File: src/hw/rtl/aedd_pkg.sv
// Package for the Atkinson dither block: field widths, register codes,
// line store word layout, position flags and the clamped-add helper.
// No dependencies.
package aedd_pkg;

  // field widths
  localparam int unsigned CHAN_W     = 8;
  localparam int unsigned DELTA_W    = 5;
  localparam int unsigned WIDTH_W    = 11;
  localparam int unsigned HEIGHT_W   = 13;
  localparam int unsigned ROW_W      = 12;
  localparam int unsigned CFG_IDX_W  = 1;
  localparam int unsigned CFG_DATA_W = 13;
  localparam int unsigned WORD_W     = 2 * DELTA_W;

  // register reset values and bounds
  localparam logic [WIDTH_W-1:0]  WIDTH_RST    = 11'd640;
  localparam logic [HEIGHT_W-1:0] HEIGHT_RST   = 13'd480;
  localparam logic [HEIGHT_W-1:0] HEIGHT_LIMIT = 13'd4096;

  // threshold and full-scale level
  localparam logic [CHAN_W-1:0] BLACK_MAX = 8'd127;
  localparam logic [CHAN_W:0]   PIX_MAX   = 9'd255;

  // configuration register indexes
  typedef enum logic [CFG_IDX_W-1:0] {
    REG_FRAME_WIDTH  = 1'b0,
    REG_FRAME_HEIGHT = 1'b1
  } cfg_reg_e;

  // one line store entry: delta of row y-1 and of row y-2 for a column
  typedef struct packed {
    logic signed [DELTA_W-1:0] prev;
    logic signed [DELTA_W-1:0] older;
  } word_t;

  // which neighbor sources exist for the current pixel
  typedef struct packed {
    logic has_x1;
    logic has_x2;
    logic has_y1;
    logic has_y2;
    logic last_col;
    logic last_row;
  } pos_flags_t;

  // add a signed delta and clamp to 0..255
  function automatic logic [CHAN_W-1:0] add_clamp(input logic [CHAN_W-1:0] v,
                                                  input logic [DELTA_W-1:0] d);
    logic [CHAN_W+1:0] s;
    s = {2'b00, v} + {{(CHAN_W + 2 - DELTA_W){d[DELTA_W-1]}}, d};
    if (s[CHAN_W+1]) begin
      return '0;
    end else if (s[CHAN_W]) begin
      return '1;
    end else begin
      return s[CHAN_W-1:0];
    end
  endfunction

  // largest of three channels
  function automatic logic [CHAN_W-1:0] max3(input logic [CHAN_W-1:0] a,
                                             input logic [CHAN_W-1:0] b,
                                             input logic [CHAN_W-1:0] c);
    logic [CHAN_W-1:0] m;
    m = (a > b) ? a : b;
    return (c > m) ? c : m;
  endfunction

endpackage

File: src/hw/rtl/aedd_pos.sv
// Frame geometry registers and column/row counters of the dither block.
// Gives the position and edge flags of the next pixel transaction. Uses aedd_pkg.
module aedd_pos import aedd_pkg::*; #(
  parameter int unsigned MAX_WIDTH = 1024,
  localparam int unsigned AW = $clog2(MAX_WIDTH)
) (
  input  logic                  clk_i,
  input  logic                  rst_ni,
  input  logic                  cfg_we_i,
  input  logic [CFG_IDX_W-1:0]  cfg_idx_i,
  input  logic [CFG_DATA_W-1:0] cfg_data_i,
  input  logic                  accept_i,
  output logic [AW-1:0]         x_o,
  output logic [AW-1:0]         x_next_o,
  output pos_flags_t            flags_o
);

  localparam int unsigned CMPW = (AW + 1 > WIDTH_W) ? AW + 1 : WIDTH_W;

  logic [WIDTH_W-1:0]  width_q;
  logic [HEIGHT_W-1:0] height_q;
  logic [AW-1:0]       col_q;
  logic [ROW_W-1:0]    row_q;

  logic [CMPW-1:0]     width_ext;
  logic [CMPW-1:0]     w_eff;
  logic [CMPW-1:0]     x_inc;
  logic [HEIGHT_W-1:0] h_eff;
  logic [HEIGHT_W-1:0] y_inc;

  // configuration registers
  always_ff @(posedge clk_i or negedge rst_ni) begin
    if (!rst_ni) begin
      width_q  <= WIDTH_RST;
      height_q <= HEIGHT_RST;
    end else if (cfg_we_i) begin
      case (cfg_reg_e'(cfg_idx_i))
        REG_FRAME_WIDTH:  width_q  <= cfg_data_i[WIDTH_W-1:0];
        REG_FRAME_HEIGHT: height_q <= cfg_data_i[HEIGHT_W-1:0];
        default: ;
      endcase
    end
  end

  // effective frame size: zero reads as one, saturate at the bounds
  always_comb begin
    width_ext = CMPW'(width_q);
    if (width_ext == '0) begin
      w_eff = CMPW'(1);
    end else if (width_ext > CMPW'(MAX_WIDTH)) begin
      w_eff = CMPW'(MAX_WIDTH);
    end else begin
      w_eff = width_ext;
    end
    if (height_q == '0) begin
      h_eff = HEIGHT_W'(1);
    end else if (height_q > HEIGHT_LIMIT) begin
      h_eff = HEIGHT_LIMIT;
    end else begin
      h_eff = height_q;
    end
  end

  // edge flags of the current position
  always_comb begin
    x_inc            = CMPW'(col_q) + CMPW'(1);
    y_inc            = HEIGHT_W'(row_q) + HEIGHT_W'(1);
    flags_o.has_x1   = (col_q != '0);
    flags_o.has_x2   = (col_q[AW-1:1] != '0);
    flags_o.has_y1   = (row_q != '0);
    flags_o.has_y2   = (row_q[ROW_W-1:1] != '0);
    flags_o.last_col = (x_inc >= w_eff);
    flags_o.last_row = (y_inc >= h_eff);
  end

  assign x_o      = col_q;
  assign x_next_o = x_inc[AW-1:0];

  // position counters, advanced per transaction
  always_ff @(posedge clk_i or negedge rst_ni) begin
    if (!rst_ni) begin
      col_q <= '0;
      row_q <= '0;
    end else if (accept_i) begin
      if (flags_o.last_col) begin
        col_q <= '0;
        row_q <= flags_o.last_row ? '0 : y_inc[ROW_W-1:0];
      end else begin
        col_q <= x_inc[AW-1:0];
      end
    end
  end

  // column wraps at the row end
  a_col_wrap: assert property (@(posedge clk_i) disable iff (!rst_ni)
    accept_i && flags_o.last_col |=> col_q == '0)
    else $error("column counter did not wrap at row end");

  // column steps by one inside a row
  a_col_step: assert property (@(posedge clk_i) disable iff (!rst_ni)
    accept_i && !flags_o.last_col |=> col_q == $past(col_q) + AW'(1))
    else $error("column counter did not advance");

  // frame end returns to the top row
  a_row_wrap: assert property (@(posedge clk_i) disable iff (!rst_ni)
    accept_i && flags_o.last_col && flags_o.last_row |=> row_q == '0)
    else $error("row counter did not wrap at frame end");

endmodule

File: config.mk
export PLATFORM = sky130hd
export DESIGN_NAME = aedd_pos
export DESIGN_NICKNAME = d
export VERILOG_FILES = /design/src/hw/rtl/aedd_pkg.sv /design/src/hw/rtl/aedd_pos.sv
export SDC_FILE = /design/constraint.sdc
export NUM_CORES = 1
export LEC_CHECK = 0
export ABC_AREA = 1
export BUFFER_PORTS_ARGS = -buffer_cell sky130_fd_sc_hd__buf_2
export CAP_MARGIN = 40
export CORE_ASPECT_RATIO = 1.1
export CORE_MARGIN = 1
export CORE_UTILIZATION = 45
export DETAILED_ROUTE_END_ITERATION = 7
export GPL_TIMING_DRIVEN = 0
export PLACE_DENSITY = 0.68
export SYNTH_ARGS = -nofsm -noshare
export SYNTH_HDL_FRONTEND = slang
export SYNTH_SLANG_ARGS = --single-unit
File: constraint.sdc
create_clock -name clk_i -period 2.4 [get_ports clk_i]
set_input_delay 0 -clock clk_i [delete_from_list [all_inputs] [get_ports clk_i]]
set_output_delay 0 -clock clk_i [all_outputs]
set_load 0.02 [all_outputs]
==> results of run 1 <==
[cell usage after synthesis (all sizes together), types with 3 or more instances]
library cell  number
nor3               5
clkbuf             4
a21oi              8
nor2              46
buf                4
dfrtp             40
dfstp              6
nand2            153
xor2              12
nand3             19
inv               58
ha                28
nor4               3
nand4              5
o21ai             35
[registers in the layout, summed over array words and instances, names as in the netlist]
signal	flops
height_q	13
row_q	12
width_ext	11
x_o	10
[timing repair]
item,in CTS,in global routing
gates resized for setup,32,22
endpoints found under the setup margin,24,24
cloned,2,0
buffers inserted,21,7
pin swaps,26,10
endpoints found under the hold margin,64,0
hold buffers,14,0
[power groups by stage]
stage	registers (mW)	logic (mW)	clock network (mW)
after floorplan	1.07	0.943	0
after global routing	1.05	1.94	0.643
after CTS	1.03	1.64	0.610
final	1.04	1.76	0.597
after global placement	1.07	1.29	0
after detailed placement	1.07	1.34	0
[cell families (layout without fill, tap and decap cells)]
| kind of cell | after synthesis | in the layout | share of synthesized area |
|---|---|---|---|
| and+or+nand+nor | 233 | 234 | 0.321 |
| muxes | 1 | 1 | 0.00358 |
| DFF | 46 | 46 | 0.368 |
| AOI/OAI and AO/OA | 45 | 45 | 0.0779 |
| adders and majority gates | 28 | 28 | 0.111 |
| xor gates and xnor gates | 13 | 13 | 0.0362 |
| buffers and inverters | 66 | 160 | 0.0819 |
[routing by layer]
| layer | vias to the layer above | track usage |
|---|---|---|
| met4 | 0 | 0.0760 |
| met2 | 64 | 0.371 |
| li1 | 1537 | - |
| met3 | 20 | 0.0416 |
| met1 | 1431 | 0.291 |
| met5 | - | 0 |
[critical path, cell delays in order (launching register included)]
cell and delay (ns):
dfrtp_2 0.43, ha_4 0.17, nand2_4 0.05, nor2_4 0.10
nand2_1 0.06, nor2_1 0.11, nand2_2 0.12, xor2_4 0.21
ha_4 0.29, nand2_4 0.05, nor2_4 0.12, nand2_2 0.08
o21ai_4 0.22, nor2_8 0.08, buf_12 0.13, nor2_8 0.12
buf_6 0.15, nand2_2 0.04, nand2_1 0.05
[per-stage QoR]
step | hold WS, ns | cells | setup TNS, ns | power, mW
floorplan | -0.296 | 432 | -2.09 | 2.01
global placement | 0.232 | 556 | -3.87 | 2.35
detailed placement | -0.0618 | 557 | -4.82 | 2.40
CTS | 0.0376 | 602 | -2.64 | 3.28
global route | 0.0837 | 609 | -7.35 | 3.64
finish | 0.0713 | 609 | -3.88 | 3.40
[worst max-delay path by stage]
stage	start	endpoint	depth (start not counted)
floorplan	x_o[0]$_DFFE_PN0P_	row_q[10]$_DFFE_PN0P_	18
global placement	x_o[0]$_DFFE_PN0P_	row_q[8]$_DFFE_PN0P_	15
detailed placement	x_o[0]$_DFFE_PN0P_	row_q[3]$_DFFE_PN0P_	15
CTS	x_o[0]$_DFFE_PN0P_	row_q[2]$_DFFE_PN0P_	18
global route	x_o[0]$_DFFE_PN0P_	row_q[4]$_DFFE_PN0P_	18
finish	x_o[0]$_DFFE_PN0P_	row_q[2]$_DFFE_PN0P_	18
[final cells by class]
class,count,share of cell area
Inverter,58,0.0510
Clock buffer,5,0.0161
Tap cell,82,0.0240
Buffer,8,0.0114
Clock inverter,3,0.0106
Sequential cell,46,0.273
Multi-Input combinational cell,321,0.468
Timing Repair Buffer,86,0.145
==> impl_metrics.ini, run 1 <==
[status]
status = finished with violations
violations = negative setup slack

[clock_network]
h-tree-depth = 2
clock-root-buffer = clkbuf_8
clk_latency_ns = 0.31
path_clk_slew_ns = 0.09
cts.sinks = 46
clk_path_buf_depth = 2
tritoncts = yes
cts_buffers = 5

[detailed_routing]
wire_per_inst_um = 12.8
met2WireLength_um = 3840
route.layer.met1.wl_um = 3540
highest_layer = met4
drcViolationCount = 0
dr.pass1.iters = 4
antenna_left = 0
dr_wl_met3_um = 248
drt-total-wl_um = 7820
vias_per_cell = 5.01
first_iter_violations = 114
vias = 3052

[critical_path]
ff2ff_setup_slack_ns = -0.24
cp.arrival_ns = 2.88
worstPathRequired_ns = 2.64
critPathCaptureType = register
crit_fanout = 5
critPathLaunchType = register
rr_startpoint = x_o[0]$_DFFE_PN0P_
crit_type = register to register
timing.rr.end = row_q[2]$_DFFE_PN0P_
r2r_cells = 18

[power_and_ir_drop]
power_report.internal_total_mw = 1.95
power_frac_comb = 0.519
netSwitchingFraction = 0.424
clock_power_share = 0.176
leakage_nw = 2.29
ir_worst_vdd_v = 0.000434
power_density_mw_per_mm2 = 796
seqPwrFrac = 0.306
switching_power_mw = 1.44

[finish]
fillers = 584
n_antenna_cell = 0
final_cell_mix = 129 x nand2_1, 51 x inv_1, 40 x buf_2, 37 x nor2_1, 34 x dfrtp_1
synthToLayoutAreaGrowth_pct = 35.6
drive_gt1_frac = 0.311
multi_input_area_mm2 = 0.00200
regArea_mm2 = 0.00117
fin_util = 0.640
final_common_cell = nand2_1
nets = 572
final_area_mm2 = 0.00427

[yosys]
synth_area_mm2 = 0.00315
synth_cells = 432
yosys.cell_types.count = 33
ys_ff_latch = 46
synth.top_cells.by_area = dfrtp_1 32%, nand2_1 17%, ha_1 11%
ys.flop_type = dfrtp_1
syn_nets = 478
async_flop_share = 1.00
synth_top_area_cell = dfrtp_1
syn_avg_cell_area_um2 = 7.28
yosys_warnings = 0
synth_edf_count = 0
ys_seq_area_frac = 0.368
synth_top_area_share = 0.318

[min_path]
min_from = cfg_we_i
worst_hold_path.endpoint = width_ext[1]$_DFFE_PN0P_
hold_depth = 4
holdCritPathClass = primary input to register

[floorplanning]
initial_core_util = 0.472
rows = 31
fp.coreArea_mm2 = 0.00667
die_w_um = 81.7
die_h_um = 89.7
io_pins = 44
dieArea_mm2 = 0.00733

[global_routing]
grt_pass1_wl_um = 13000
grt-ovfl-total = 0
grt_max_degree = 34
antenna_found_initial = 0
grt_usage = 0.225
first_global_vias = 2958

[placement]
pre_cts_slack_ns = -0.308
io_buffer_count = 42
dp_hpwl_um = 5550
gp_congestion = 0.875
place_area_mm2 = 0.00357

[sta]
setup_violations = 23
slew_headroom = 0.475
finalHoldViolCount = 0
fin_crit_ns = 2.64
period_share = 1.10
rsz0062_at_grt = yes
maxSlewViolCount = 0
worst_slack_ns = -0.239
max_freq_ghz = 0.379
tightest_slew_ns = 0.788
fin_skew_ns = 0.00794

[job]
cap_violations = 0
Note: power is estimated with default switching activity, not from simulation.
==> run 2: changes to the inputs <==
Clock period 2.4 ns to 2.22 ns, I/O delays scaled along.
==> impl_metrics.ini, run 2 (synthesis results as in run 1) <==
[status]
status = finished with violations
violations = negative setup slack

[min_path]
worst_hold_path.endpoint = width_ext[1]$_DFFE_PN0P_
min_from = cfg_we_i
hold_depth = 4
holdCritPathClass = primary input to register

[detailed_routing]
first_iter_violations = 127
vias_per_cell = 5.01
dr.pass1.iters = 4
vias = 3050
antenna_left = 0
drt-total-wl_um = 7830
wire_per_inst_um = 12.9
drcViolationCount = 0

[critical_path]
max_stage_delay_ns = 0.43
rr_startpoint = x_o[0]$_DFFE_PN0P_
crit_fanout = 5
ff2ff_setup_slack_ns = -0.41
worstPathRequired_ns = 2.47
crit_type = register to register
cp.arrival_ns = 2.88
critPathCaptureType = register
crit_chain = ha_4 > nand2_4 > nor2_4 > nand2_1 > nor2_1 > nand2_2 > xor2_4 > ha_4 > nand2_4 > nor2_4 > nand2_2 > o21ai_4 > nor2_8 > buf_12 > nor2_8 > buf_6 > nand2_2 > nand2_1
r2r_cells = 18
cp_common_cell = nand2_2
crit_path_top_delay_cell = dfrtp_2
critPathLaunchType = register
timing.rr.end = row_q[2]$_DFFE_PN0P_

[finish]
final_cell_mix = 128 x nand2_1, 51 x inv_1, 40 x buf_2, 37 x nor2_1, 34 x dfrtp_1
regMostFlops = height_q
final_common_cell = nand2_1
n_antenna_cell = 0
largest_reg_flops = 13
synthToLayoutAreaGrowth_pct = 35.7
final_area_mm2 = 0.00427
drive_gt1_frac = 0.315
fillers = 584
nets = 572

[clock_network]
path_clk_slew_ns = 0.09
h-tree-depth = 2
tritoncts = yes
cts.sinks = 46
clock-root-buffer = clkbuf_8
clk_latency_ns = 0.30
cts_buffers = 5
clk_path_buf_depth = 2

[placement]
gp_congestion = 0.875
place_area_mm2 = 0.00357
io_buffer_count = 42
dp_hpwl_um = 5550
pre_cts_slack_ns = -0.488

[power_and_ir_drop]
leakage_nw = 2.29
ir_worst_vdd_v = 0.000473
power_density_mw_per_mm2 = 870

[floorplanning]
rows = 31
die_w_um = 81.7
dieArea_mm2 = 0.00733
fp.coreArea_mm2 = 0.00667
io_pins = 44
initial_core_util = 0.472
die_h_um = 89.7

[global_routing]
grt_usage = 0.225
first_global_vias = 2935
grt-ovfl-total = 0
grt_pass1_wl_um = 13000
grt_max_degree = 34
antenna_found_initial = 0

[sta]
rsz0062_at_grt = yes
fin_skew_ns = 0.00711
period_share = 1.19
finalHoldViolCount = 0
fin_crit_ns = 2.63
worst_slack_ns = -0.414
maxSlewViolCount = 0
tightest_slew_ns = 0.800
setup_violations = 24
slew_headroom = 0.467
max_freq_ghz = 0.380

[job]
cap_violations = 0
run 2: cell counts in the layout (fill, tap and decap cells not counted):
Identical to the previous run, type by type.
run 2: worst max-delay path by stage:
stage / endpoint / slack (ns) / startpoint
after global routing: row_q[4]$_DFFE_PN0P_ / -0.57 / x_o[0]$_DFFE_PN0P_
final: row_q[2]$_DFFE_PN0P_ / -0.41 / x_o[0]$_DFFE_PN0P_
after detailed placement: row_q[3]$_DFFE_PN0P_ / -0.49 / x_o[0]$_DFFE_PN0P_
after CTS: row_q[2]$_DFFE_PN0P_ / -0.37 / x_o[0]$_DFFE_PN0P_
after global placement: row_q[8]$_DFFE_PN0P_ / -0.43 / x_o[0]$_DFFE_PN0P_
after floorplan: row_q[10]$_DFFE_PN0P_ / -0.34 / x_o[0]$_DFFE_PN0P_
run 2: timing repair:
action                     CTS  global route
cloned                       2             0
hold endpoints to repair    64             0
gates resized for setup     33            23
setup buffers               21             7
setup endpoints to repair   24            24
hold buffers                14             0
pin swaps                   27            11
run 2: final cells by class:
type	count	area, um2	share of cell area
multi-input cells	321	2000	0.469
flip-flops and latches	46	1170	0.273
repair buffers	86	621	0.145
inverters	58	218	0.0510
well taps	82	103	0.0240
clock buffers	5	68.8	0.0161
plain buffers	8	48.8	0.0114
clock inverters	3	45.0	0.0105
run 2: worst max-delay path: cells and delay by family (launching register included):
family	cells	cell delay, ns
AOI/OAI and AO/OA	1	0.22
xor gates and xnor gates	1	0.21
adders and majority gates	2	0.46
buffers and inverters	2	0.28
DFF	1	0.43
and+or+nand+nor	12	0.98
run 2: layer usage:
| layer | vias to the layer above | GRT usage | share of wire |
|---|---|---|---|
| met2 | 63 | 0.373 | 0.50 |
| met3 | 13 | 0.0406 | 0.032 |
| met5 | - | 0 | 0 |
| li1 | 1537 | - | - |
| met4 | 0 | 0.0658 | 0.018 |
| met1 | 1437 | 0.292 | 0.44 |
run 2: report_power, final:
part | switching (mW) | leakage, nW | internal [mW]
registers | 0.146 | 0.574 | 0.974
clock network | 0.311 | 0.0504 | 0.335
logic | 1.13 | 1.66 | 0.819
total | 1.59 | 2.29 | 2.13
run 2: per-stage QoR:
step	total power, mW	utilization	instances	hold slack (ns)	setup TNS, ns
floorplan	2.18	-	432	-0.296	-6.15
global placement	2.54	0.532	556	0.232	-8.19
detailed placement	2.60	0.535	557	-0.0618	-9.14
CTS	3.55	0.616	602	0.0376	-6.85
global route	3.98	0.640	609	0.0837	-11.73
finish	3.72	0.640	609	0.0718	-8.13
