==> src/hw/rtl/aedd_pkg.sv <==
// Package for the Atkinson dither block: field widths, register codes,
// line store word layout, position flags and the clamped-add helper.
// No dependencies.
package aedd_pkg;

  // field widths
  localparam int unsigned CHAN_W     = 8;
  localparam int unsigned DELTA_W    = 5;
  localparam int unsigned WIDTH_W    = 11;
  localparam int unsigned HEIGHT_W   = 13;
  localparam int unsigned ROW_W      = 12;
  localparam int unsigned CFG_IDX_W  = 1;
  localparam int unsigned CFG_DATA_W = 13;
  localparam int unsigned WORD_W     = 2 * DELTA_W;

  // register reset values and bounds
  localparam logic [WIDTH_W-1:0]  WIDTH_RST    = 11'd640;
  localparam logic [HEIGHT_W-1:0] HEIGHT_RST   = 13'd480;
  localparam logic [HEIGHT_W-1:0] HEIGHT_LIMIT = 13'd4096;

  // threshold and full-scale level
  localparam logic [CHAN_W-1:0] BLACK_MAX = 8'd127;
  localparam logic [CHAN_W:0]   PIX_MAX   = 9'd255;

  // configuration register indexes
  typedef enum logic [CFG_IDX_W-1:0] {
    REG_FRAME_WIDTH  = 1'b0,
    REG_FRAME_HEIGHT = 1'b1
  } cfg_reg_e;

  // one line store entry: delta of row y-1 and of row y-2 for a column
  typedef struct packed {
    logic signed [DELTA_W-1:0] prev;
    logic signed [DELTA_W-1:0] older;
  } word_t;

  // which neighbor sources exist for the current pixel
  typedef struct packed {
    logic has_x1;
    logic has_x2;
    logic has_y1;
    logic has_y2;
    logic last_col;
    logic last_row;
  } pos_flags_t;

  // add a signed delta and clamp to 0..255
  function automatic logic [CHAN_W-1:0] add_clamp(input logic [CHAN_W-1:0] v,
                                                  input logic [DELTA_W-1:0] d);
    logic [CHAN_W+1:0] s;
    s = {2'b00, v} + {{(CHAN_W + 2 - DELTA_W){d[DELTA_W-1]}}, d};
    if (s[CHAN_W+1]) begin
      return '0;
    end else if (s[CHAN_W]) begin
      return '1;
    end else begin
      return s[CHAN_W-1:0];
    end
  endfunction

  // largest of three channels
  function automatic logic [CHAN_W-1:0] max3(input logic [CHAN_W-1:0] a,
                                             input logic [CHAN_W-1:0] b,
                                             input logic [CHAN_W-1:0] c);
    logic [CHAN_W-1:0] m;
    m = (a > b) ? a : b;
    return (c > m) ? c : m;
  endfunction

endpackage

==> src/hw/rtl/aedd_if.sv <==
// Stream interfaces of the dither block: RGB pixel input and
// black/white pixel output, each with valid/ready. Uses aedd_pkg.
interface aedd_rgb_if import aedd_pkg::*; ();
  logic              valid;
  logic              ready;
  logic [CHAN_W-1:0] red;
  logic [CHAN_W-1:0] green;
  logic [CHAN_W-1:0] blue;

  modport source(output valid, red, green, blue, input ready);
  modport sink(input valid, red, green, blue, output ready);
endinterface

interface aedd_bw_if ();
  logic valid;
  logic ready;
  logic pixel_white;
  logic end_of_frame;

  modport source(output valid, pixel_white, end_of_frame, input ready);
  modport sink(input valid, pixel_white, end_of_frame, output ready);
endinterface

==> src/hw/rtl/aedd_diffuse.sv <==
// Pixel stage and result register of the dither block: applies the stored
// deltas, thresholds, writes the new delta back to the line store.
// Uses aedd_pkg and the stream interfaces of aedd_if.
module aedd_diffuse import aedd_pkg::*; #(
  parameter int unsigned AW = 10
) (
  input  logic       clk_i,
  input  logic       rst_ni,
  aedd_rgb_if.sink   rgb_i,
  aedd_bw_if.source  bw_o,
  input  pos_flags_t flags_i,
  input  logic [AW-1:0] x_i,
  output logic       accept_o,
  input  word_t      word_a_i,
  input  word_t      word_b_i,
  output logic       we_o,
  output logic [AW-1:0] waddr_o,
  output word_t      wdata_o
);

  logic              s1_valid_q;
  logic [CHAN_W-1:0] s1_red_q;
  logic [CHAN_W-1:0] s1_green_q;
  logic [CHAN_W-1:0] s1_blue_q;
  pos_flags_t        s1_flags_q;
  logic [AW-1:0]     s1_x_q;
  logic              s1_fire;

  logic [DELTA_W-1:0] left_one_q;
  logic [DELTA_W-1:0] left_two_q;
  logic [DELTA_W-1:0] left_prev_q;

  logic out_valid_q;
  logic out_white_q;
  logic out_eof_q;

  logic [CHAN_W-1:0]  v0, v1, v2, v3, v4, v5, v6;
  logic               white;
  logic [CHAN_W:0]    err;
  logic [DELTA_W-1:0] delta;

  // handshake: stage moves when the result register is free or drains
  assign s1_fire     = s1_valid_q && (!out_valid_q || bw_o.ready);
  assign rgb_i.ready = !s1_valid_q || s1_fire;
  assign accept_o    = rgb_i.valid && rgb_i.ready;

  // input register
  always_ff @(posedge clk_i or negedge rst_ni) begin
    if (!rst_ni) begin
      s1_valid_q <= 1'b0;
    end else if (accept_o) begin
      s1_valid_q <= 1'b1;
    end else if (s1_fire) begin
      s1_valid_q <= 1'b0;
    end
  end

  always_ff @(posedge clk_i) begin
    if (accept_o) begin
      s1_red_q   <= rgb_i.red;
      s1_green_q <= rgb_i.green;
      s1_blue_q  <= rgb_i.blue;
      s1_flags_q <= flags_i;
      s1_x_q     <= x_i;
    end
  end

  // diffusion sum in raster order of the sources, clamped per add
  always_comb begin
    v0 = max3(s1_red_q, s1_green_q, s1_blue_q);
    v1 = s1_flags_q.has_y2 ? add_clamp(v0, word_b_i.older) : v0;
    v2 = (s1_flags_q.has_y1 && s1_flags_q.has_x1) ? add_clamp(v1, left_prev_q) : v1;
    v3 = s1_flags_q.has_y1 ? add_clamp(v2, word_b_i.prev) : v2;
    v4 = (s1_flags_q.has_y1 && !s1_flags_q.last_col) ? add_clamp(v3, word_a_i.prev) : v3;
    v5 = s1_flags_q.has_x2 ? add_clamp(v4, left_two_q) : v4;
    v6 = s1_flags_q.has_x1 ? add_clamp(v5, left_one_q) : v5;
  end

  // threshold and quantization error, delta is error shifted right by 3
  always_comb begin
    white = (v6 > BLACK_MAX);
    err   = white ? ({1'b0, v6} - PIX_MAX) : {1'b0, v6};
    delta = err[DELTA_W+2:3];
  end

  // line store update: new delta for this row, old one moves to row y-2
  assign we_o          = s1_fire;
  assign waddr_o       = s1_x_q;
  assign wdata_o.prev  = delta;
  assign wdata_o.older = word_b_i.prev;

  // deltas of the left neighbors, cleared at the row end
  always_ff @(posedge clk_i or negedge rst_ni) begin
    if (!rst_ni) begin
      left_one_q <= '0;
      left_two_q <= '0;
    end else if (s1_fire) begin
      if (s1_flags_q.last_col) begin
        left_one_q <= '0;
        left_two_q <= '0;
      end else begin
        left_two_q <= left_one_q;
        left_one_q <= delta;
      end
    end
  end

  // row y-1 delta of the previous column
  always_ff @(posedge clk_i) begin
    if (s1_fire) begin
      left_prev_q <= word_b_i.prev;
    end
  end

  // result register
  always_ff @(posedge clk_i or negedge rst_ni) begin
    if (!rst_ni) begin
      out_valid_q <= 1'b0;
    end else if (s1_fire) begin
      out_valid_q <= 1'b1;
    end else if (bw_o.ready) begin
      out_valid_q <= 1'b0;
    end
  end

  always_ff @(posedge clk_i) begin
    if (s1_fire) begin
      out_white_q <= white;
      out_eof_q   <= s1_flags_q.last_col && s1_flags_q.last_row;
    end
  end

  assign bw_o.valid        = out_valid_q;
  assign bw_o.pixel_white  = out_white_q;
  assign bw_o.end_of_frame = out_eof_q;

  // left deltas are clear after a row end
  a_left_clear: assert property (@(posedge clk_i) disable iff (!rst_ni)
    s1_fire && s1_flags_q.last_col |=> left_one_q == '0 && left_two_q == '0)
    else $error("left deltas not cleared at row end");

  // a stalled pixel keeps its slot and position
  a_s1_hold: assert property (@(posedge clk_i) disable iff (!rst_ni)
    s1_valid_q && !s1_fire |=> s1_valid_q && $stable(s1_x_q))
    else $error("stalled pixel lost or changed");

  // frame end marker follows the pixel that closes the frame
  a_eof: assert property (@(posedge clk_i) disable iff (!rst_ni)
    s1_fire |=> out_valid_q &&
      out_eof_q == $past(s1_flags_q.last_col && s1_flags_q.last_row))
    else $error("frame end marker mismatch");

endmodule

==> src/flat_wrapper.sv <==
// flat-port wrapper written by rule: the top's interface ports become plain ports
module aedd_diffuse_flat import aedd_pkg::*;
#(
  parameter int unsigned AW = 10
)
  (clk_i, rst_ni, flags_i, x_i, accept_o, word_a_i, word_b_i, we_o, waddr_o, wdata_o, rgb_i_valid, rgb_i_red, rgb_i_green, rgb_i_blue, rgb_i_ready, bw_o_valid, bw_o_pixel_white, bw_o_end_of_frame, bw_o_ready);
  aedd_rgb_if rgb_i_i ();
  aedd_bw_if bw_o_i ();
  input  logic clk_i;
  input  logic rst_ni;
  input  pos_flags_t flags_i;
  input  logic [AW-1:0] x_i;
  output logic accept_o;
  input  word_t word_a_i;
  input  word_t word_b_i;
  output logic we_o;
  output logic [AW-1:0] waddr_o;
  output word_t wdata_o;
  input wire logic [$bits(rgb_i_i.valid)-1:0] rgb_i_valid;
  input wire logic [$bits(rgb_i_i.red)-1:0] rgb_i_red;
  input wire logic [$bits(rgb_i_i.green)-1:0] rgb_i_green;
  input wire logic [$bits(rgb_i_i.blue)-1:0] rgb_i_blue;
  output wire logic [$bits(rgb_i_i.ready)-1:0] rgb_i_ready;
  output wire logic [$bits(bw_o_i.valid)-1:0] bw_o_valid;
  output wire logic [$bits(bw_o_i.pixel_white)-1:0] bw_o_pixel_white;
  output wire logic [$bits(bw_o_i.end_of_frame)-1:0] bw_o_end_of_frame;
  input wire logic [$bits(bw_o_i.ready)-1:0] bw_o_ready;
  assign rgb_i_i.valid = rgb_i_valid;
  assign rgb_i_i.red = rgb_i_red;
  assign rgb_i_i.green = rgb_i_green;
  assign rgb_i_i.blue = rgb_i_blue;
  assign rgb_i_ready = rgb_i_i.ready;
  assign bw_o_valid = bw_o_i.valid;
  assign bw_o_pixel_white = bw_o_i.pixel_white;
  assign bw_o_end_of_frame = bw_o_i.end_of_frame;
  assign bw_o_i.ready = bw_o_ready;
  aedd_diffuse #(.AW(AW)) u_core (.clk_i(clk_i), .rst_ni(rst_ni), .rgb_i(rgb_i_i), .bw_o(bw_o_i), .flags_i(flags_i), .x_i(x_i), .accept_o(accept_o), .word_a_i(word_a_i), .word_b_i(word_b_i), .we_o(we_o), .waddr_o(waddr_o), .wdata_o(wdata_o));
endmodule
==> config.mk <==
export PLATFORM = sky130hd
export DESIGN_NAME = aedd_diffuse_flat
export DESIGN_NICKNAME = d
export VERILOG_FILES = /design/src/hw/rtl/aedd_pkg.sv /design/src/hw/rtl/aedd_if.sv /design/src/hw/rtl/aedd_diffuse.sv /design/src/flat_wrapper.sv
export SDC_FILE = /design/constraint.sdc
export NUM_CORES = 1
export LEC_CHECK = 0
export BUFFER_PORTS_ARGS = -buffer_cell sky130_fd_sc_hd__buf_4
export CELL_PAD_IN_SITES_DETAIL_PLACEMENT = 0
export CELL_PAD_IN_SITES_GLOBAL_PLACEMENT = 1
export CORE_ASPECT_RATIO = 0.5
export CORE_UTILIZATION = 35
export CTS_CLUSTER_DIAMETER = 50
export CTS_CLUSTER_SIZE = 24
export DETAILED_ROUTE_END_ITERATION = 6
export PLACE_DENSITY = 0.74
export SLEW_MARGIN = 20
export SYNTH_ARGS = -nofsm -noshare
export SYNTH_HDL_FRONTEND = slang
export SYNTH_SLANG_ARGS = --single-unit
==> constraint.sdc <==
create_clock -name clk_i -period 22.1 [get_ports clk_i]
set_input_delay 4.42 -clock clk_i [delete_from_list [all_inputs] [get_ports clk_i]]
set_output_delay 4.42 -clock clk_i [all_outputs]
set_load 0.02 [all_outputs]
==> results.md, run 1 <==
- Status: finished with violations
- Failing checks: DRC
- Largest net degree at the start of global routing: 42
- Clock-pin slew on the worst setup and hold paths: about 0.05 ns
- CP Max Fanout: 12
- Simple-Gate Fraction of Synth Area: between 10% and 20%
- #FFs+latches synth: between 50 and 60
- Fin. Hold Viols: 0
- Yosys cell types: 88
- CP arrival: about 17 ns
- Clock sinks: slightly below 60
- Synth area leaders: edfxtp_1 22%, ha_1 14%, dfrtp_1 4.7%
- Die Wd: 193 microns
- Combinational Power Share: 68.6%
- Multi-input logic area: 4510 sq um
- I/O pins: 90
- First DRT Iteration DRCs: about 420
- Number of vias per cell: 5.53
- PortBufs: 84
- Slew HR: between 30% and 40%
- Synth warnings: 0
- Area added between synthesis and finish: 24.1%
- FFs w/ async S/R, synth: between 20 and 25%
- Mapped Nets: 870
- Root buffer cell: clkbuf_16
- Placed cells: ~1,100
- Min Tclk post-route: 21.33 ns
- CTS Buffer Depth: 2
- Sw Pwr: 0.425 mW
- Vias: 6,015
- CTS tree: built
- Total CTS buffers: 9
- Crit start category: input port
- Row cnt: 34
- Antenna violations before repair: 0
- FMAX: about 0.047 GHz
- Number of fill cells: roughly 1,700
- Commonest non-fill, non-tap cell in the layout: buf_4
- R2R setup slack: roughly 5.6 ns
- Hold_buf cts: 0
- DPL Wire Length: approximately 15,000 microns
- Mux cell area share after synthesis: less than 1%
- Worst hold path type: reg -> reg
- Die span in y: roughly 98 microns
- Ant. Diodes: 0
- Worst EP required: 17.68 ns
- EDFF count, synth: between 40 and 50
- Synth Area in XOR/XNOR: 5.28%
- Die area: approximately 19,000 sq um
- Largest family of logic cells by synthesized area: compound AO/OA/AOI/OAI gates
- Register area share after synthesis: about a quarter
- Pleak: 3.54 nW
- FF/Latch Area: about 1700 sq um
- Wirelength per Cell: 16.7 microns
- Final-report setup violation count: 0
- Least-Margin Pin Slew: approximately 0.95 ns
- Final GP Congestion: 0.864
- PwrDens: approximately 120 nW/um^2
- Layout Nets: between 900 and 1,000
- Total Wirelength: approximately 18,000 microns
- Setup CP Type: in -> out
- Fin. max-slew vios: 0
- Gr usage total: between 10% and 20%
- DRC Markers: 2
- Number of global-route vias before repair: between 5,000 and 6,000
- Slowest stage cell, crit path: mux2_2
- Synth Area in Compound Gates: 29.2%
- Fraction of layout cells with a size suffix above 1: 22.7%
- Net Sw Frac: a little under half
- Synthesized area: roughly 6400 sq um
- VDD IR-drop max: between 0.09 and 0.1 mV
- Worst path max stage delay: about 0.43 ns
- Highest-count cells in the layout ignoring fill and taps: 126 x buf_4, 70 x ha_1, 63 x nor2_1
- Max-cap viol count: 0
- Post-synth top area share: between 20% and 30%
- Tcrit/Tclk final: between 90% and 100%
- Setup crit end kind: output port
- Finished Layout Cells: 1,088
- Pwr Total: between 0.9 and 1 mW
- Biggest area consumer among synthesized cells: edfxtp_1
- Htree depth: 3
- Sequential share of power: 16.0%
- First-pass GRT wire length: slightly below 30,000 microns
- Drt first pass iters: 7
- GR Overflow Total: 0
- Antenna Nets Post-Route: 0
- Core area: between 15,000 and 20,000 sq um
- P_int: about 0.5 mW
- Clock skew: 0.00994 ns
- Syn Area/Cell: 8.77 sq um
- Adder-cell share of the synthesized area: roughly 16%
- Later-pin clock latency in the skew report: between 0.3 and 0.4 ns
- Post-synth top flop: edfxtp_1
- Cells after synthesis: 730
- Clock network power share: between 15 and 20%
- Starting Density: a little over a third
==> cells by family (layout without fill, tap and decap cells) <==
family / count (synthesis) / in the layout
compound gates: 261 / 261
simple gates: 228 / 228
fa+ha+maj: 76 / 76
buf+inv: 65 / 189
flops: 59 / 59
xor+xnor: 36 / 36
mux: 5 / 5
==> final timing paths <==
| check | from | end | cells past startpoint |
|---|---|---|---|
| setup reg to reg | u_core.s1_green_q[5]$_DFFE_PP_ | u_core.left_one_q[0]$_DFFE_PN0P_ | 75 |
| hold / removal | u_core.left_two_q[3]$_DFFE_PN0P_ | u_core.left_two_q[3]$_DFFE_PN0P_ | 2 |
| min in group asynchronous | rst_ni | u_core.left_one_q[3]$_DFFE_PN0P_ | 1 |
| hold reg to reg | u_core.left_two_q[3]$_DFFE_PN0P_ | u_core.left_two_q[3]$_DFFE_PN0P_ | 2 |
| setup / recovery | word_b_i[4] | wdata_o[9] | 59 |
| max in group asynchronous | rst_ni | u_core.left_two_q[3]$_DFFE_PN0P_ | 1 |
==> per-stage QoR <==
stage / util, % / hold WS (ns) / setup TNS (ns) / setup WS, ns / cell area [sq um]
floorplan: - / 0.456 / 0 / 1.57 / 6400
global placement: 42.5 / 0.474 / 0 / 0.283 / 7510
detailed placement: 42.5 / 0.480 / 0 / 0.341 / 7510
CTS: 44.3 / 0.495 / 0 / 0.253 / 7820
global route: 45.0 / 0.526 / -0.0525 / -0.0267 / 7950
finish: 45.0 / 0.493 / 0 / 0.770 / 7950
==> power by group through the flow <==
stage                     Clock, mW  Sequential (mW)  Combinational [mW]
after floorplan                   0            0.149               0.428
after global placement            0            0.152               0.612
after detailed placement          0            0.152               0.620
after CTS                     0.148            0.150               0.624
after global routing          0.152            0.152               0.717
final                         0.145            0.150               0.645
==> cells in the mapped netlist (all sizes together) (7+ instances only) <==
cell type and n:
ha 70, nor2 65, o21ai 64, nand2 53, a21oi 51, edfxtp 47, inv 47, a21o 23
xnor2 23, nor3 18, o21a 15, a211oi 14, and2 13, nand3 13, xor2 13, dfrtp 12
a31oi 11, clkbuf 11, nand2b 11, and3 10, o22ai 10, o31ai 8, or2 8, or3 8
buf 7, o211ai 7, o32ai 7
==> what timing repair did <==
| action | 4_1_cts | 5_1_grt |
|---|---|---|
| setup buffers | 0 | 5 |
| setup endpoints to repair | 0 | 5 |
| resized for setup | 0 | 23 |
==> routing by layer <==
layer  track usage (%)  part of all wire, %  up-vias
li1                  -                    -     3001
met1              28.6                   50     2838
met2              29.5                   42      164
met3              3.71                  6.7       12
met4              3.57                 0.75        0
met5                 0                    0        -
==> layout make-up <==
class / count / share of cell area (%)
multi-input cells: 606 / 56.8
flip-flops and latches: 59 / 21.5
repair buffers: 126 / 11.9
well taps: 234 / 3.68
clock buffers: 12 / 3.23
inverters: 47 / 2.22
clock inverters: 4 / 0.630
==> worst max-delay path: cells and delay by family <==
| family | cells | cell delay [ns] |
|---|---|---|
| AND/OR/NAND/NOR | 11 | 2.21 |
| XOR/XNOR | 2 | 0.39 |
| AO/OA/AOI/OAI | 30 | 5.83 |
| buffers and inverters | 7 | 0.92 |
| multiplexers | 1 | 0.43 |
| adder cells (fa/ha/maj) | 8 | 2.66 |
==> sequential cells by signal, indices dropped and copies added, names as in the netlist <==
register and flops:
u_core.s1_flags_q 6, u_core.waddr_o 10, u_core.left_one_q 5, u_core.s1_red_q 8
u_core.s1_green_q 8, u_core.bw_o.pixel_white 1, u_core.bw_o.valid 1, u_core.s1_valid_q 1
u_core.left_prev_q 5, u_core.s1_blue_q 8, u_core.bw_o.end_of_frame 1, u_core.left_two_q 5
Note: power is estimated with default switching activity, not from simulation.
==> inputs of run 2 (changes only) <==
--- a/config.mk
+++ b/config.mk
@@ -8,12 +8,13 @@
 export BUFFER_PORTS_ARGS = -buffer_cell sky130_fd_sc_hd__buf_4
 export CELL_PAD_IN_SITES_DETAIL_PLACEMENT = 0
 export CELL_PAD_IN_SITES_GLOBAL_PLACEMENT = 1
-export CORE_ASPECT_RATIO = 0.5
+export CORE_ASPECT_RATIO = 0.75
 export CORE_UTILIZATION = 35
 export CTS_CLUSTER_DIAMETER = 50
 export CTS_CLUSTER_SIZE = 24
 export DETAILED_ROUTE_END_ITERATION = 6
 export PLACE_DENSITY = 0.74
+export SKIP_CTS_REPAIR_TIMING = 1
 export SLEW_MARGIN = 20
 export SYNTH_ARGS = -nofsm -noshare
 export SYNTH_HDL_FRONTEND = slang
==> results.md, run 2 (synthesis gave the netlist of run 1 again) <==
- Status: complete, no violations
- Later-pin clock latency in the skew report: 0.34 ns
- CP most frequent cell: buf_4
- Fin. Hold Viols: 0
- CTS Buffer Depth: 2
- Clock sinks: 59
- Sequential share of power: ~16%
- Gr usage total: around a fifth
- Final Util: 45.3%
- Worst path max stage delay: 0.66 ns
- Hold Slack: slightly above 0.5 ns
- CTS tree: built
- Htree depth: 3
- DPL Wire Length: 14,600 microns
- Clock-pin slew on the worst setup and hold paths: roughly 0.070 ns
- PortBufs: between 80 and 90
- Vias: 5,971
- Antenna violations before repair: 0
- Crit-path leading delay family: compound AO/OA/AOI/OAI gates
- DRC Markers: 0
- Max-cap viol count: 0
- Highest-count cells in the layout ignoring fill and taps: 135 x buf_4, 69 x ha_1, 64 x nor2_1
- Pwr Total: around 0.97 mW
- Worst Path Buf+Inv: 7
- P_int: about 0.53 mW
- Area added between synthesis and finish: 25.6%
- Number of global-route vias before repair: 5,627
- I/O pins: 90
- Antenna Nets Post-Route: 0
- Root buffer cell: clkbuf_16
- CP Max Fanout: 12
- FMAX: around 0.047 GHz
- Crit start category: input port
- PwrDens: between 100 and 150 nW/um^2
- Tcrit/Tclk final: between 90% and 100%
- Worst hold path type: reg -> reg
- Setup CP Type: in -> out
- Number of vias per cell: 5.41
- Pre-CTS setup slack: around 0.38 ns
- First DRT Iteration DRCs: 326
- Net Sw Frac: 45.4%
- Commonest non-fill, non-tap cell in the layout: buf_4
- Total Wirelength: 18,300 microns
- Largest net degree at the start of global routing: 42
- First-pass GRT wire length: 29,400 microns
- Total CTS buffers: 9
- Row cnt: 42
- Final GP Congestion: about 0.84
- Max reg flops: 10
- Slowest stage cell, crit path: o311ai_0
- Combinational Power Share: between 60% and 70%
- Ant. Diodes: 0
- Die Wd: between 150 and 200 microns
- Min Tclk post-route: about 21 ns
- Layout Nets: ~1,000
- GR Overflow Total: 0
- Core area: between 15,000 and 20,000 sq um
- Slew HR: between 50% and 60%
- Starting Density: a little over a third
- Clock skew: around 0.018 ns
- Sw Pwr: around 0.44 mW
- Final-report setup violation count: 0
- Setup crit end kind: output port
- Clock network power share: ~16%
- Die area: between 15,000 and 20,000 sq um
- Fraction of layout cells with a size suffix above 1: a little under a quarter
- Final WS setup: ~0.7 ns
- Least-Margin Pin Slew: roughly 0.74 ns
- Die span in y: ~120 microns
- CP arrival: ~17 ns
- VDD IR-drop max: just over 0.09 mV
- Fin. max-slew vios: 0
- Wirelength per Cell: 16.5 microns
- Worst EP required: roughly 18 ns
- Pleak: 3.61 nW
- Drt first pass iters: 4
- Number of fill cells: around 1,800
==> run 2: per-layer routing <==
layer / share of wire [%] / track usage (%)
met5: 0 / 0
met3: 6.6 / 4.26
met1: 55 / 32.3
met4: 0.61 / 3.06
met2: 37 / 27.2
==> run 2: power by group through the flow <==
| stage | clock (mW) | sequential, mW | combinational, mW |
|---|---|---|---|
| after global placement | 0 | 0.153 | 0.630 |
| after CTS | 0.155 | 0.151 | 0.636 |
| final | 0.154 | 0.152 | 0.662 |
| after floorplan | 0 | 0.149 | 0.428 |
| after detailed placement | 0 | 0.153 | 0.629 |
| after global routing | 0.160 | 0.154 | 0.732 |
==> run 2: worst paths after layout <==
kind / depth (start not counted) / slack [ns] / end / from
max: 58 / 0.68 / wdata_o[7] / word_b_i[4]
min reg2reg: 1 / 0.51 / u_core.bw_o.end_of_frame$_DFFE_PP_ / u_core.s1_flags_q[0]$_DFFE_PP_
max in group asynchronous: 1 / 18.02 / u_core.left_two_q[1]$_DFFE_PN0P_ / rst_ni
max reg2reg: 71 / 5.77 / u_core.left_one_q[3]$_DFFE_PN0P_ / u_core.s1_red_q[1]$_DFFE_PP_
min in group asynchronous: 1 / 3.91 / u_core.bw_o.valid$_DFFE_PN0P_ / rst_ni
min: 1 / 0.51 / u_core.bw_o.end_of_frame$_DFFE_PP_ / u_core.s1_flags_q[0]$_DFFE_PP_
==> run 2: layout make-up <==
type                    instances  area, sq um  share of cell area, %
clock buffers                  10          229                   2.85
clock inverters                 5         78.8                  0.980
inverters                      47          176                   2.19
multi-input cells             606         4530                   56.3
flip-flops and latches         59         1710                   21.3
well taps                     242          303                   3.77
repair buffers                135         1010                   12.6
==> run 2: per-stage QoR <==
step | TNS (ns) | instance area [sq um] | std cells
finish | 0 | 8040 | 1104
detailed placement | 0 | 7610 | 1087
global placement | 0 | 7610 | 1087
CTS | 0 | 7920 | 1102
global route | -0.0489 | 8040 | 1104
floorplan | 0 | 6400 | 730
==> run 2: worst register-to-register path: cells and delay by family (launching register included) <==
family                   cells  cell delay, ns
adder cells (fa/ha/maj)     11            3.72
multiplexers                 3            0.87
buffers and inverters        7            0.92
AND/OR/NAND/NOR             14            3.10
flip-flops                   1            0.45
AO/OA/AOI/OAI               35            7.04
XOR/XNOR                     1            0.17
